<file path="src/sv/stbs_pkg.sv">
// ----------------------------------------------------------------------------
// stbs_pkg
// Shared types and constants for the sorted table binary search core.
// ----------------------------------------------------------------------------
package stbs_pkg;

	// Table geometry
	localparam int TABLE_DEPTH = 256;
	localparam int ADDR_W      = $clog2(TABLE_DEPTH);
	localparam int ENTRY_W     = 32;
	localparam int BOUND_W     = 9;
	// Search bounds carry one extra bit: lo may pass the top, hi may drop to -1
	localparam int SPAN_W      = BOUND_W + 1;

	typedef logic signed [SPAN_W-1:0]  span_t;
	typedef logic signed [ENTRY_W-1:0] entry_t;
	typedef logic [ADDR_W-1:0]         addr_t;

	// Input word action codes
	localparam logic ACT_LOAD   = 1'b0;
	localparam logic ACT_SEARCH = 1'b1;

	// Controller states
	typedef enum logic [1:0] {
		ST_IDLE,
		ST_PROBE,
		ST_CHECK,
		ST_FINISH
	} state_t;

	// Controller to datapath commands
	typedef struct packed {
		logic write_entry;   // store value at position
		logic start_search;  // capture target and bounds
		logic latch_probe;   // read table at mid, hold mid
		logic record_hit;    // mark found at mid
		logic move_up;       // lo <= mid + 1
		logic move_down;     // hi <= mid - 1
		logic load_result;   // fill output register
	} cmd_t;

	// Datapath to controller status
	typedef struct packed {
		logic range_empty;   // lo > hi
		logic hit;           // probed entry equals target
		logic target_above;  // target greater than probed entry
	} status_t;

endpackage

</file>
<file path="src/sv/stbs_ctrl.sv">
// ----------------------------------------------------------------------------
// stbs_ctrl
// Sequencer for load and search words: probe, check, narrow, finish.
// ----------------------------------------------------------------------------
module stbs_ctrl (
	input  logic             clk,
	input  logic             arst_n,
	input  logic             item_valid,
	output logic             item_stall,
	input  logic             action,
	output logic             result_valid,
	input  logic             result_stall,
	input  stbs_pkg::status_t sts,
	output stbs_pkg::cmd_t    cmd
);
	import stbs_pkg::*;

	state_t state_q, state_d;
	logic   result_valid_q;

	// State register
	always_ff @(posedge clk or negedge arst_n) begin
		if (!arst_n) begin
			state_q <= ST_IDLE;
		end else begin
			state_q <= state_d;
		end
	end

	// Next state and commands
	always_comb begin
		state_d    = state_q;
		cmd        = '0;
		item_stall = 1'b1;
		unique case (state_q)
			ST_IDLE: begin
				item_stall = 1'b0;
				if (item_valid) begin
					if (action == ACT_LOAD) begin
						cmd.write_entry = 1'b1;
					end else begin
						cmd.start_search = 1'b1;
						state_d          = ST_PROBE;
					end
				end
			end
			ST_PROBE: begin
				if (sts.range_empty) begin
					state_d = ST_FINISH;
				end else begin
					cmd.latch_probe = 1'b1;
					state_d         = ST_CHECK;
				end
			end
			ST_CHECK: begin
				if (sts.hit) begin
					cmd.record_hit = 1'b1;
					state_d        = ST_FINISH;
				end else if (sts.target_above) begin
					cmd.move_up = 1'b1;
					state_d     = ST_PROBE;
				end else begin
					cmd.move_down = 1'b1;
					state_d       = ST_PROBE;
				end
			end
			ST_FINISH: begin
				// wait for a free output register
				if (!result_valid_q || !result_stall) begin
					cmd.load_result = 1'b1;
					state_d         = ST_IDLE;
				end
			end
			default: begin
				state_d = ST_IDLE;
			end
		endcase
	end

	// Output word valid
	always_ff @(posedge clk or negedge arst_n) begin
		if (!arst_n) begin
			result_valid_q <= 1'b0;
		end else if (cmd.load_result) begin
			result_valid_q <= 1'b1;
		end else if (!result_stall) begin
			result_valid_q <= 1'b0;
		end
	end

	assign result_valid = result_valid_q;

	// A check always follows a probe that issued a read
	a_check_after_probe: assert property (@(posedge clk) disable iff (!arst_n)
		state_q == ST_CHECK |-> $past(state_q) == ST_PROBE)
		else $error("check state entered without a probe");

	// A finished search leaves a word in the output register
	a_finish_fills_out: assert property (@(posedge clk) disable iff (!arst_n)
		cmd.load_result |=> result_valid_q && state_q == ST_IDLE)
		else $error("finished search did not present a result");

	// Input words are taken only while no search is in flight
	a_no_accept_busy: assert property (@(posedge clk) disable iff (!arst_n)
		(cmd.start_search || cmd.write_entry) |-> $past(state_d) == ST_IDLE
		|| state_q == ST_IDLE)
		else $error("input word taken while busy");

endmodule

</file>
<file path="config.mk">
export PLATFORM = sky130hd
export DESIGN_NAME = stbs_ctrl
export DESIGN_NICKNAME = d
export VERILOG_FILES = /design/src/sv/stbs_pkg.sv /design/src/sv/stbs_ctrl.sv
export SDC_FILE = /design/constraint.sdc
export NUM_CORES = 1
export LEC_CHECK = 0
export BUFFER_PORTS_ARGS = -buffer_cell sky130_fd_sc_hd__clkbuf_2
export CAP_MARGIN = 30
export CORE_AREA = 4 4 41 43
export CTS_CLUSTER_SIZE = 28
export DETAILED_ROUTE_END_ITERATION = 10
export DIE_AREA = 0 0 45 47
export HOLD_SLACK_MARGIN = 0.06
export PLACE_DENSITY_LB_ADDON = 0.15
export SKIP_CTS_REPAIR_TIMING = 1
export SYNTH_ARGS = -nofsm -noshare
export SYNTH_HDL_FRONTEND = slang
export SYNTH_SLANG_ARGS = --single-unit
</file>
<file path="constraint.sdc">
create_clock -name clk -period 0.89 [get_ports clk]
set_input_delay 0.089 -clock clk [delete_from_list [all_inputs] [get_ports clk]]
set_output_delay 0.089 -clock clk [all_outputs]
set_load 0.01 [all_outputs]
</file>
==> metrics.txt <==
RSZ-0062 raised after global routing=true; fill cell count=roughly 150; Mapped Cells=20; die height=about 47 um; Max-cap violations=0; PnR Total Power=around 0.0013 W; routability cong.=approximately 0.67; DR vias=around 240; # DRC=0; post-route antenna net violation count=0; Critical Path End Type=output port; Worst-Margin Slew=about 0.23 ns; DR iter-0 viols=0; Final Critical Period=~1.3 ns; CTS Buffer Depth=2; Seq/Total Area, Yosys=a little over a third; CP max stage cell=dfrtp_1; largest net degree at the start of global routing=11; Gate power share=between 50% and 60%; CP Cell Sequence=or2_4 > nor3b_4 > buf_2; initial antenna violation count=0; P_sw=approximately 0.0005 W; pre-CTS setup slack=-0.239 ns; Total Wirelength=661 um; Hold Vio Cnt, Final=0; Yosys cell types=14; maximum resistive drop on vdd=between 1 and 1.5 mV; LEAKAGE=0.208 nW; Syn Std Cell Area=209 um^2; period utilisation layout=146%; Yosys warnings=0; Setup TNS Final=-3.01 ns; top-area cell type share of the netlist area=35.9%; Placed Area=approximately 330 um^2; WP buf/inv=1; clock power share=18.3%; cell-internal power=around 0.00083 W; GR Overflow Total=0; Synth area leaders=dfrtp_1 36%, and4bb_2 12%, a211oi_1 7.2%, nor3b_2 6.0%, buf_6 5.4%; total track usage=6.56%; Rows=13; Setup crit start kind=flip-flop; max frequency=0.767 GHz; vias per inst=~4.1; skew final=0.000842 ns; Flop pwr share=22.4%; Final setup violation count=11; root buffer cell=clkbuf_4; post-route cell area=414 um^2; vias in the first global route=between 200 and 300; Final Max Tran Viols=0; worst skew pair latency=~0.23 ns; DRT Pass-1 Iters=1; CTS tree=built; Clock transition at path regs=around 0.04 ns; WP data arrival=~1.2 ns; first-pass GRT wire length=972 um; IO buf count=16; hold crit path type=primary input to flip-flop; Nets=53; worst path required time=~0.8 ns; sw frac=between 30% and 40%; Synth-to-Final Area Change=98.2%; core area=between 1000 and 1500 um^2; Sink Count=3; Max-slew headroom=a little over four fifths; Die ar.=around 2100 um^2; Num CTS Buffers=3; Setup WS post-layout=-0.413 ns; syn_nets=28; power per cell area=3170 nW/um^2; post-synth top area cell=dfrtp_1; Die X-Extent=~45 um; Avg Inst Size Synth=10.4 um^2; CP delay by family, top=simple AND/OR/NAND/NOR gates; #FFs+latches synth=3; DR WL/cell=~11 um; fraction of layout cells with a size suffix above 1=75.0%; Ant. Diodes=0; crit path max fanout=5; H-tree depth=1; Initial Utilization=16.1%; Setup CP Type=flip-flop to output port; run status=complete, but fails checks; violated checks=negative setup slack; hold slack final=0.0842 ns; Ports=17; Crit path largest cell delay=0.41 ns
registers in the layout (all words and copies together) (netlist names):
name,count
result_valid,1
state_q,2
cell usage in the layout, fill, tap and decap left out, types with 2 or more instances in the layout:
| cell type | n |
|---|---|
| buf_6 | 3 |
| buf_2 | 5 |
| a211oi_2 | 2 |
| clkbuf_4 | 3 |
| clkbuf_2 | 9 |
| nor3b_4 | 2 |
| buf_4 | 3 |
| nand2_1 | 3 |
| dfrtp_1 | 2 |
| and4bb_2 | 2 |
cell families (layout without fill, tap and decap cells):
logic type,after synthesis,count (layout),share of synthesized area [%]
compound gates,5,5,16.8
simple gates,10,10,40.1
flops,3,3,35.9
buf+inv,2,26,7.18
stage by stage:
stage | std cells | utilization (%)
3_3_place_gp | 52 | 25.3
3_5_place_dp | 52 | 25.3
4_1_cts | 56 | 27.3
5_1_grt | 59 | 31.8
2_1_floorplan | 20 | -
6_report | 59 | 31.8
Yosys cell counts:
| master | n |
|---|---|
| a211oi_1 | 2 |
| a21boi_0 | 1 |
| a21oi_1 | 1 |
| and3b_2 | 1 |
| and4bb_2 | 2 |
| buf_6 | 1 |
| dfrtp_1 | 3 |
| inv_1 | 1 |
| nand2_1 | 3 |
| nor3b_1 | 1 |
| nor3b_2 | 1 |
| nor4b_1 | 1 |
| o21bai_1 | 1 |
| or2_4 | 1 |
final timing paths:
path,start,to,slack [ns],depth (start not counted)
max in group asynchronous,arst_n,state_q[0],0.58,2
hold reg to reg,result_valid,result_valid,0.58,3
setup / recovery,state_q[1],cmd[6],-0.41,3
min in group asynchronous,arst_n,state_q[1],0.18,2
setup reg to reg,state_q[1],state_q[1],-0.16,3
hold / removal,result_stall,result_valid,0.08,3
power groups by stage:
stage	logic (W)	registers, W	clock network, W
detailed placement	0.000578	0.000306	0
global route	0.000846	0.000307	0.000267
global placement	0.000574	0.000303	0
floorplan	0.000389	0.000283	0
finish	0.000778	0.000294	0.000240
CTS	0.000579	0.000306	0.000251
layer usage:
layer  GRT usage (%)  vias to the layer above  wire length [um]
li1                -                      123                 -
met1            6.61                      113               246
met2            11.0                        7               385
met3            3.45                        0                29
met4            3.51                        0                 0
met5               0                        -                 0
final cells by class:
cell class              instances  area, um^2  area share [%]
well taps                      15        18.8            4.53
flip-flops and latches          3        76.3            18.4
clock buffers                   4        26.3            6.34
repair buffers                 21         136            32.9
multi-input cells              15         153            36.9
inverters                       1        3.75           0.906
worst register-to-register path: stages, from the launching register on:
cell and delay [ns]:
dfrtp_1 0.41, buf_4 0.17, and3b_2 0.20, o21bai_1 0.15
Power figures use the tool's default switching activity.
